**src/sv/aac_pkg.sv**
```systemverilog
// Shared types, codes and constants for the AIMD admission controller.
package aac_pkg;

	localparam int DEF_MAX_WAITERS = 1024;
	localparam int DEF_CAP_WIDTH   = 16;

	localparam int ACTION_W  = 3;
	localparam int UNITS_W   = 32;
	localparam int FIELD_W   = 16;
	localparam int WAKE_W    = 11;
	localparam int FACTOR_W  = 16;
	localparam int CFG_IDX_W = 3;
	localparam int CFG_DAT_W = 16;

	localparam logic [FIELD_W-1:0]  RST_DEFAULT_CAP = 16'd20;
	localparam logic [FIELD_W-1:0]  RST_MIN_FLOOR   = 16'd1;
	localparam logic [FACTOR_W-1:0] RST_FACTOR      = 16'd32768;
	localparam logic [FACTOR_W-1:0] FACTOR_LO       = 16'd655;
	localparam logic [FACTOR_W-1:0] FACTOR_HI       = 16'd64880;

	typedef enum logic [ACTION_W-1:0] {
		ACT_ACQUIRE  = 3'd0,
		ACT_RELEASE  = 3'd1,
		ACT_WAIT     = 3'd2,
		ACT_OVERLOAD = 3'd3,
		ACT_SUCCESS  = 3'd4,
		ACT_STATUS   = 3'd5
	} action_t;

	typedef enum logic [CFG_IDX_W-1:0] {
		REG_CEILING  = 3'd0,
		REG_DEFAULT  = 3'd1,
		REG_FLOOR    = 3'd2,
		REG_ADAPTIVE = 3'd3,
		REG_FACTOR   = 3'd4
	} reg_idx_t;

	typedef enum logic [2:0] {
		ST_IDLE,
		ST_ITER,
		ST_ADAPT,
		ST_CAP,
		ST_DONE
	} state_t;

	typedef enum logic {
		OP_MUL,
		OP_DIV
	} unit_op_t;

	typedef struct packed {
		logic     start;
		unit_op_t op;
	} unit_req_t;

endpackage

```
**src/sv/aac_iter_unit.sv**
```systemverilog
// Bit-serial shift-add multiplier and restoring divider sharing one adder.
module aac_iter_unit #(
	parameter int CAP_WIDTH = aac_pkg::DEF_CAP_WIDTH
) (
	input  logic                        clk,
	input  logic                        arst_n,
	input  aac_pkg::unit_req_t          req,
	input  logic [aac_pkg::UNITS_W-1:0] opa,
	input  logic [CAP_WIDTH-1:0]        opb,
	output logic                        done,
	output logic [CAP_WIDTH-1:0]        prod_hi,
	output logic [aac_pkg::UNITS_W-1:0] quot
);
	import aac_pkg::*;

	localparam int CW        = CAP_WIDTH;
	localparam int DIV_STEPS = UNITS_W;
	localparam int MUL_STEPS = FACTOR_W;
	localparam int CNT_W     = $clog2(DIV_STEPS);

	logic [CW-1:0]      hi_q;
	logic [UNITS_W-1:0] lo_q;
	logic [CW-1:0]      b_q;
	logic [CNT_W-1:0]   cnt_q;
	unit_op_t           op_q;
	logic               busy_q;
	logic               done_q;

	logic [CW:0]        a_op;
	logic [CW:0]        b_op;
	logic               sub;
	logic [CW+1:0]      sum;
	logic [CW-1:0]      hi_n;
	logic [UNITS_W-1:0] lo_n;

	always_comb begin
		if (op_q == OP_DIV) begin
			a_op = {hi_q, lo_q[UNITS_W-1]};
			b_op = {1'b0, b_q};
			sub  = 1'b1;
		end else begin
			a_op = {1'b0, hi_q};
			b_op = lo_q[0] ? {1'b0, b_q} : '0;
			sub  = 1'b0;
		end
		sum = {1'b0, a_op} + {1'b0, (sub ? ~b_op : b_op)} + (CW+2)'(sub);
		if (op_q == OP_DIV) begin
			// carry out means no borrow: divisor fits, quotient bit is 1
			hi_n = sum[CW+1] ? sum[CW-1:0] : a_op[CW-1:0];
			lo_n = {lo_q[UNITS_W-2:0], sum[CW+1]};
		end else begin
			hi_n = sum[CW:1];
			lo_n = {sum[0], lo_q[UNITS_W-1:1]};
		end
	end

	always_ff @(posedge clk or negedge arst_n) begin
		if (!arst_n) begin
			busy_q <= 1'b0;
			done_q <= 1'b0;
			cnt_q  <= '0;
			op_q   <= OP_MUL;
		end else begin
			done_q <= 1'b0;
			if (req.start) begin
				busy_q <= 1'b1;
				op_q   <= req.op;
				cnt_q  <= (req.op == OP_DIV) ? CNT_W'(DIV_STEPS - 1) : CNT_W'(MUL_STEPS - 1);
			end else if (busy_q) begin
				cnt_q <= cnt_q - 1'b1;
				if (cnt_q == '0) begin
					busy_q <= 1'b0;
					done_q <= 1'b1;
				end
			end
		end
	end

	always_ff @(posedge clk) begin
		if (req.start) begin
			hi_q <= '0;
			lo_q <= opa;
			b_q  <= opb;
		end else if (busy_q) begin
			hi_q <= hi_n;
			lo_q <= lo_n;
		end
	end

	assign done    = done_q;
	assign prod_hi = hi_q;
	assign quot    = lo_q;

endmodule

```
**src/sv/aimd_admission_controller_core.sv**
```systemverilog
// AIMD admission controller: top level with sequencer, state and output register.
// Acquire, release, wait, status and non-adapting words pass ST_ADAPT, ST_CAP and ST_DONE;
// an adaptive overload first runs a 16-step multiply, a growing success a 32-step divide.
// One word at a time: the next word waits until the result is registered.
// Reset: arst_n clears all counters, the adapted capacity and the low-water mark, and loads
// the register defaults (ceiling 0, default capacity 20, floor 1, adaptation off, factor 0.5).
module aimd_admission_controller_core #(
	parameter int MAX_WAITERS = aac_pkg::DEF_MAX_WAITERS,
	parameter int CAP_WIDTH   = aac_pkg::DEF_CAP_WIDTH
) (
	input  logic                          clk,
	input  logic                          arst_n,
	input  logic                          cfg_we,
	input  logic [aac_pkg::CFG_IDX_W-1:0] cfg_index,
	input  logic [aac_pkg::CFG_DAT_W-1:0] cfg_data,
	input  logic                          in_valid,
	output logic                          in_stall,
	input  logic [aac_pkg::ACTION_W-1:0]  action,
	input  logic [aac_pkg::UNITS_W-1:0]   units,
	output logic                          out_valid,
	input  logic                          out_stall,
	output logic                          admitted,
	output logic                          queue_full,
	output logic [aac_pkg::WAKE_W-1:0]    wake_count,
	output logic [aac_pkg::FIELD_W-1:0]   capacity_now,
	output logic [aac_pkg::FIELD_W-1:0]   pending_now,
	output logic [aac_pkg::FIELD_W-1:0]   peak_pending,
	output logic [aac_pkg::FIELD_W-1:0]   low_water,
	output logic [aac_pkg::FIELD_W-1:0]   available
);
	import aac_pkg::*;

	localparam int CW     = CAP_WIDTH;
	localparam int WW     = $clog2(MAX_WAITERS + 1);
	localparam int HW     = (CW > WW) ? CW : WW;
	localparam int SW     = UNITS_W + 1;

	// configuration
	logic [CW-1:0]       ceiling_q;
	logic [CW-1:0]       default_q;
	logic [CW-1:0]       floor_q;
	logic                adaptive_q;
	logic [FACTOR_W-1:0] factor_q;

	// limiter state
	logic [CW-1:0] adapted_q;
	logic [CW-1:0] pending_q;
	logic [CW-1:0] peak_q;
	logic [CW-1:0] lw_q;
	logic [WW-1:0] waiter_q;

	// sequencer
	state_t               state_q, state_n;
	logic [ACTION_W-1:0]  action_q;
	logic                 go_q;
	logic [CW-1:0]        cap_q;

	logic                 accept;
	logic                 need_unit;
	logic                 out_free;
	logic                 load_out;
	unit_req_t            ureq;
	logic [UNITS_W-1:0]   uopa;
	logic [CW-1:0]        uopb;
	logic                 udone;
	logic [CW-1:0]        prod_hi;
	logic [UNITS_W-1:0]   quot;

	logic [CW-1:0]        ceil_c;
	logic [CW-1:0]        floor_c;
	logic [CW-1:0]        cap_c;
	logic [CW-1:0]        cur_c;

	logic [CW-1:0]        ov_nxt;
	logic [UNITS_W-1:0]   step_c;
	logic [SW-1:0]        gr_nxt;

	logic [CW-1:0]        pend_n;
	logic [CW-1:0]        peak_n;
	logic [WW-1:0]        waiter_n;
	logic [WW-1:0]        wake_n;
	logic                 adm_n;
	logic                 qfull_n;
	logic [CW-1:0]        head_c;
	logic [CW-1:0]        avail_c;

	// effective ceiling, floor and capacity
	always_comb begin
		ceil_c = (ceiling_q != '0) ? ceiling_q : default_q;
		if (ceil_c == '0)
			ceil_c = CW'(1);
		floor_c = (floor_q == '0) ? CW'(1) : floor_q;
		if (floor_c > ceil_c)
			floor_c = ceil_c;
		if (!adaptive_q || adapted_q == '0)
			cap_c = ceil_c;
		else if (adapted_q < floor_c)
			cap_c = floor_c;
		else if (adapted_q > ceil_c)
			cap_c = ceil_c;
		else
			cap_c = adapted_q;
		cur_c = (adapted_q != '0) ? adapted_q : ceil_c;
	end

	// sequencer decisions
	always_comb begin
		need_unit = 1'b0;
		case (action_t'(action))
			ACT_OVERLOAD: need_unit = adaptive_q;
			ACT_SUCCESS:  need_unit = (units != '0) && adaptive_q && (adapted_q != '0);
			default:      need_unit = 1'b0;
		endcase
	end

	assign out_free = !out_valid || !out_stall;

	always_comb begin
		state_n = state_q;
		case (state_q)
			ST_IDLE:  if (in_valid) state_n = need_unit ? ST_ITER : ST_ADAPT;
			ST_ITER:  if (udone) state_n = ST_ADAPT;
			ST_ADAPT: state_n = ST_CAP;
			ST_CAP:   state_n = ST_DONE;
			ST_DONE:  if (out_free) state_n = ST_IDLE;
			default:  state_n = ST_IDLE;
		endcase
	end

	always_comb begin
		in_stall   = (state_q != ST_IDLE);
		accept     = in_valid && (state_q == ST_IDLE);
		load_out   = (state_q == ST_DONE) && out_free;
		ureq.start = accept && need_unit;
		ureq.op    = (action_t'(action) == ACT_SUCCESS) ? OP_DIV : OP_MUL;
		uopa       = (action_t'(action) == ACT_SUCCESS) ? units : UNITS_W'(factor_q);
		uopb       = (action_t'(action) == ACT_SUCCESS) ? adapted_q : cur_c;
	end

	aac_iter_unit #(
		.CAP_WIDTH (CAP_WIDTH)
	) u_iter (
		.clk     (clk),
		.arst_n  (arst_n),
		.req     (ureq),
		.opa     (uopa),
		.opb     (uopb),
		.done    (udone),
		.prod_hi (prod_hi),
		.quot    (quot)
	);

	// adaptation: multiplicative decrease and additive increase
	always_comb begin
		ov_nxt = prod_hi;
		if (ov_nxt < floor_c)
			ov_nxt = floor_c;
		if (ov_nxt > ceil_c)
			ov_nxt = ceil_c;
		step_c = (quot == '0) ? UNITS_W'(1) : quot;
		gr_nxt = SW'(adapted_q) + SW'(step_c);
	end

	// counter updates against the registered capacity
	always_comb begin
		pend_n   = pending_q;
		peak_n   = peak_q;
		waiter_n = waiter_q;
		wake_n   = '0;
		adm_n    = 1'b0;
		qfull_n  = 1'b0;
		head_c   = (cap_q > pending_q) ? (cap_q - pending_q) : '0;
		case (action_t'(action_q))
			ACT_ACQUIRE: begin
				if (pending_q != '1)
					pend_n = pending_q + 1'b1;
				if (pend_n > peak_q)
					peak_n = pend_n;
			end
			ACT_RELEASE: begin
				if (pending_q != '0)
					pend_n = pending_q - 1'b1;
				if (pend_n < cap_q && waiter_q != '0) begin
					waiter_n = waiter_q - 1'b1;
					wake_n   = WW'(1);
				end
			end
			ACT_WAIT: begin
				if (pending_q < cap_q)
					adm_n = 1'b1;
				else if (waiter_q < WW'(MAX_WAITERS))
					waiter_n = waiter_q + 1'b1;
				else
					qfull_n = 1'b1;
			end
			ACT_SUCCESS: begin
				if (go_q) begin
					// wake up to the headroom, bounded by the parked count
					wake_n   = (HW'(head_c) < HW'(waiter_q)) ? WW'(head_c) : waiter_q;
					waiter_n = waiter_q - wake_n;
				end
			end
			default: begin
			end
		endcase
		avail_c = (cap_q > pend_n) ? (cap_q - pend_n) : '0;
	end

	always_ff @(posedge clk or negedge arst_n) begin
		if (!arst_n) begin
			ceiling_q  <= '0;
			default_q  <= CW'(RST_DEFAULT_CAP);
			floor_q    <= CW'(RST_MIN_FLOOR);
			adaptive_q <= 1'b0;
			factor_q   <= RST_FACTOR;
		end else if (cfg_we) begin
			case (reg_idx_t'(cfg_index))
				REG_CEILING:  ceiling_q  <= CW'(cfg_data);
				REG_DEFAULT:  default_q  <= CW'(cfg_data);
				REG_FLOOR:    floor_q    <= CW'(cfg_data);
				REG_ADAPTIVE: adaptive_q <= cfg_data[0];
				REG_FACTOR: begin
					if (cfg_data < FACTOR_LO)
						factor_q <= FACTOR_LO;
					else if (cfg_data > FACTOR_HI)
						factor_q <= FACTOR_HI;
					else
						factor_q <= cfg_data;
				end
				default: begin
				end
			endcase
		end
	end

	always_ff @(posedge clk or negedge arst_n) begin
		if (!arst_n) begin
			state_q   <= ST_IDLE;
			action_q  <= '0;
			go_q      <= 1'b0;
			cap_q     <= '0;
			adapted_q <= '0;
			pending_q <= '0;
			peak_q    <= '0;
			lw_q      <= '0;
			waiter_q  <= '0;
			out_valid <= 1'b0;
		end else begin
			state_q <= state_n;
			if (accept) begin
				action_q <= action;
				go_q     <= need_unit;
			end
			if (state_q == ST_ADAPT && go_q) begin
				if (action_t'(action_q) == ACT_OVERLOAD) begin
					if (ov_nxt < cur_c) begin
						adapted_q <= ov_nxt;
						if (lw_q == '0 || ov_nxt < lw_q)
							lw_q <= ov_nxt;
					end
				end else begin
					adapted_q <= (gr_nxt >= SW'(ceil_c)) ? '0 : CW'(gr_nxt);
				end
			end
			if (state_q == ST_CAP)
				cap_q <= cap_c;
			if (load_out) begin
				pending_q <= pend_n;
				peak_q    <= peak_n;
				waiter_q  <= waiter_n;
			end
			if (load_out)
				out_valid <= 1'b1;
			else if (!out_stall)
				out_valid <= 1'b0;
		end
	end

	always_ff @(posedge clk) begin
		if (load_out) begin
			admitted     <= adm_n;
			queue_full   <= qfull_n;
			wake_count   <= WAKE_W'(wake_n);
			capacity_now <= FIELD_W'(cap_q);
			pending_now  <= FIELD_W'(pend_n);
			peak_pending <= FIELD_W'(peak_n);
			low_water    <= FIELD_W'(lw_q);
			available    <= FIELD_W'(avail_c);
		end
	end

endmodule

```
**config.mk**
```make
export PLATFORM = sky130hd
export DESIGN_NAME = aimd_admission_controller_core
export DESIGN_NICKNAME = d
export VERILOG_FILES = /design/src/sv/aac_pkg.sv /design/src/sv/aac_iter_unit.sv /design/src/sv/aimd_admission_controller_core.sv
export SDC_FILE = /design/constraint.sdc
export NUM_CORES = 1
export LEC_CHECK = 0
export BUFFER_PORTS_ARGS = -buffer_cell sky130_fd_sc_hd__buf_4
export CELL_PAD_IN_SITES_DETAIL_PLACEMENT = 1
export CELL_PAD_IN_SITES_GLOBAL_PLACEMENT = 2
export CORE_MARGIN = 2
export CORE_UTILIZATION = 43
export CTS_BUF_LIST = sky130_fd_sc_hd__clkbuf_16
export CTS_CLUSTER_DIAMETER = 50
export CTS_CLUSTER_SIZE = 16
export DETAILED_ROUTE_END_ITERATION = 16
export PLACE_DENSITY_LB_ADDON = 0.25
export SLEW_MARGIN = 5
export SYNTH_ARGS = -nofsm -noshare
export SYNTH_HDL_FRONTEND = slang
export SYNTH_SLANG_ARGS = --single-unit
```
**constraint.sdc**
```tcl
create_clock -name clk -period 27.1 [get_ports clk]
set_input_delay 0 -clock clk [delete_from_list [all_inputs] [get_ports clk]]
set_output_delay 0 -clock clk [all_outputs]
set_load 0.01 [all_outputs]
```
==> impl_results.md <==
* Status: finished clean
* CTS clk-pin slew, worst paths at 0.07 ns
* CP arrival at 13.40 ns
* Final WL at 94600 um
* CTS Buffer Depth at 3
* Remaining DRCs at 0
* Synthesis Warnings at 0
* Starting Density at 43.7%
* Placer congestion estimate at 1.00
* Avg Vias per Cell at 6.05
* H-tree Lvls at 2
* Critical path class: flop to flop
* Die height at 241 um
* Post-Syn Area per Cell at 9.17 um2
* # setup viols final at 0
* Rows at 86
* Synth Cell Area at 24200 um2
* PortBufs at 153
* FF-to-FF Start: ceiling_q[1]
* Final setup TNS at 0 ns
* Finished Layout Cells at 3597
* Cts repair resizes at 0
* Total gr overflow at 0
* Crit path capture type: flop
* Share of cells above drive strength 1 at 15.0%
* CP Data Required Time at 27.57 ns
* DP HPWL at 71900 um
* Total of max-cap violations at 0
* Leading area contributor after synthesis: edfxtp_1
* CTS tree: built
* # fillers at 6297
* Crit path top cell by count: o21ai_0
* Final Hold Viols at 0
* Drt first pass iters at 8
* Initial antenna violation count at 2
* Skew final at 0.0297 ns
* Max_slew headroom at 20.5%
* Multi-input logic area at 14200 um2
* Fin crit share at 47.7%
* RSZ-0062 raised after global routing: false
* Slowest cell on crit path: a221oi_4
* Tmin final at 12.93 ns
* Layout Nets at 3112
* Worst r2r dst: lw_q[1]
* Routed WL per cell at 26.3 um
* Core Area at 55300 um2
* R2R depth at 41
* Max-slew violations at 0
* First-pass GRT wire length at 142000 um
* CTS Buf Count at 48
* Clk_lat worst skew at 0.60 ns
* Root buf cell: clkbuf_16
* FF-to-FF setup slack at 14.17 ns
* Fin Hold WS at 0.0272 ns
* Dpl cells at 3439
* Synth top area share at 17.5%
* Max Fclk at 0.0773 GHz
* CP startpoint: ceiling_q[1]
* Slew at the pin closest to its max-slew limit at 1.19 ns
* Seq cells post-synth at 329
* Vias in the first global route at 23200
* Mapped Nets at 2940
* Routed Antenna Nets at 0
* EDFF count, synth at 141
* Fraction of registers with async set/reset at 52.3%
* Top FF cell, synth: dfrtp_1
* Area growth syn-to-layout at 17.5%
* CP startpoint kind: flop
* Initial DRC Count at 1239
* Inserted Diodes at 0
* Yosys cell types at 91
* Worst Hold Class: input port to asynchronous set/reset pin
* Post-Synthesis Cells at 2639
* FF+latch area at 8870 um2
* Crit path max fanout at 28
* Post-synthesis sequential area ratio at 36.6%
* Io pins at 154
* Core Util, Final at 51.4%
* CP endpoint: lw_q[1]
* Die width at 241 um
* Max incr delay on CP at 0.86 ns
* Pin count of the biggest net entering global routing at 74
* GRT Util Overall at 32.5%
* Die Area at 58200 um2
* Via count at 21800
* Sink Count at 329
* Post-CTS setup repair buffer count at 0
* Synth top area cells: edfxtp_1 (18%), dfrtp_1 (17%), ha_1 (12%)
## placed cells by master, fill, tap and decap left out, types with 9 or more instances in the layout
| master | Yosys | routed |
|---|---|---|
| dfrtp_1 | 168 | 167 |
| nor2_1 | 159 | 159 |
| xnor2_1 | 68 | 68 |
| buf_4 | 1 | 183 |
| o21ai_0 | 211 | 211 |
| a21boi_0 | 11 | 11 |
| edfxtp_1 | 141 | 141 |
| dlygate4sd3_1 | 0 | 69 |
| or2_2 | 12 | 12 |
| nor4_1 | 43 | 42 |
| inv_6 | 0 | 9 |
| a22oi_1 | 18 | 18 |
| ha_1 | 237 | 237 |
| nor3_1 | 56 | 56 |
| o21a_1 | 26 | 26 |
| a21o_1 | 62 | 62 |
| and3_1 | 13 | 13 |
| nor2b_1 | 49 | 49 |
| a211oi_1 | 31 | 31 |
| nand3_1 | 60 | 60 |
| and2_1 | 12 | 12 |
| xor2_1 | 18 | 18 |
| mux2_2 | 116 | 116 |
| a221o_1 | 17 | 17 |
| o31ai_1 | 13 | 13 |
| inv_1 | 189 | 190 |
| a31oi_1 | 35 | 35 |
| dfxtp_1 | 16 | 16 |
| mux2i_1 | 62 | 62 |
| or3_1 | 14 | 14 |
| a21oi_1 | 146 | 146 |
| clkbuf_16 | 0 | 51 |
| nand2_1 | 259 | 259 |
| o211ai_1 | 36 | 36 |
| mux2_1 | 9 | 9 |
| nand4_1 | 45 | 45 |
| nand2b_1 | 14 | 14 |
## cell families after synthesis
| group | count (synthesis) | share of synthesized area (%) |
|---|---|---|
| simple gates | 770 | 15.3 |
| flops | 329 | 36.6 |
| mux | 187 | 8.38 |
| fa+ha+maj | 243 | 12.7 |
| compound gates | 701 | 18.8 |
| buf+inv | 323 | 5.09 |
| xor+xnor | 86 | 3.11 |
## worst min path at each step
stage	from	endpoint	slack, ns	cells past startpoint
finish	arst_n	peak_q[0]	0.03	3
global placement	arst_n	waiter_q[5]	-0.04	1
global route	arst_n	peak_q[0]	0.05	3
detailed placement	arst_n	waiter_q[4]	-0.04	1
floorplan	arst_n	action_q[0]	-0.30	0
CTS	arst_n	peak_q[0]	0.007	3
## repair_timing
action | 4_1_cts | 5_1_grt
setup endpoints to repair | 0 | 0
endpoints found under the hold margin | 145 | 0
hold buffers | 70 | 0
## sequential cells by signal (all words and copies together) (netlist names), 3 cells and up
signal and flops:
action_q 3, waiter_q 11, floor_q 16, u_iter.cnt_q 5, adapted_q 16, u_iter.b_q 16
state_q 3, u_iter.quot 32, cap_q 16, lw_q 16, pending_now 16, u_iter.prod_hi 16
pending_q 16, peak_pending 16, available 16, capacity_now 16, peak_q 16, ceiling_q 16
default_q 16, factor_q 16, wake_count 11, low_water 16
## synth_stat cells, types with 26 or more instances
library cell and instances:
nand3_1 60, nand2_1 259, nor2_1 159, mux2_2 116, mux2i_1 62, dfrtp_1 168, nor4_1 43, a31oi_1 35
edfxtp_1 141, o21a_1 26, xnor2_1 68, a211oi_1 31, a21o_1 62, nor2b_1 49, ha_1 237, inv_1 189
o211ai_1 36, a21oi_1 146, nand4_1 45, o21ai_0 211, nor3_1 56, clkbuf_1 113
## area by class of cell
type                            count  area share [%]
Multi-Input combinational cell   1987            49.8
Sequential cell                   329            31.2
Timing Repair Buffer              254            7.40
Clock buffer                       51            4.49
Tap cell                          748            3.29
Inverter                          191            2.53
Clock inverter                     37            1.27
## through the flow
stage | cell area [um2] | worst slack (ns)
6_report | 28400 | 14.17
2_1_floorplan | 24200 | 16.86
4_1_cts | 28400 | 14.49
3_5_place_dp | 26100 | 14.57
5_1_grt | 28400 | 13.44
3_3_place_gp | 26100 | 14.87
## per-layer routing
metal  global-route usage [%]  share of wire [%]  up-vias  wire, um
met5                        0              0.014        -        13
met4                     16.1                5.5        2      5180
met3                     4.67                4.1      245      3920
met2                     57.6                 49      602     46800
met1                     38.3                 41    10900     38700
li1                         -                  -    10000         -
## worst max-delay path: cells and delay by family (launching register included)
| family | cells | cell delay [ns] |
|---|---|---|
| compound gates | 20 | 5.77 |
| fa+ha+maj | 4 | 1.40 |
| buf+inv | 3 | 0.88 |
| simple gates | 11 | 3.11 |
| flops | 1 | 0.39 |
| mux | 3 | 1.19 |
Power is left out: the tool's default activity adds up to more than one toggle a clock period on the data nets, which glitch-free logic cannot reach.
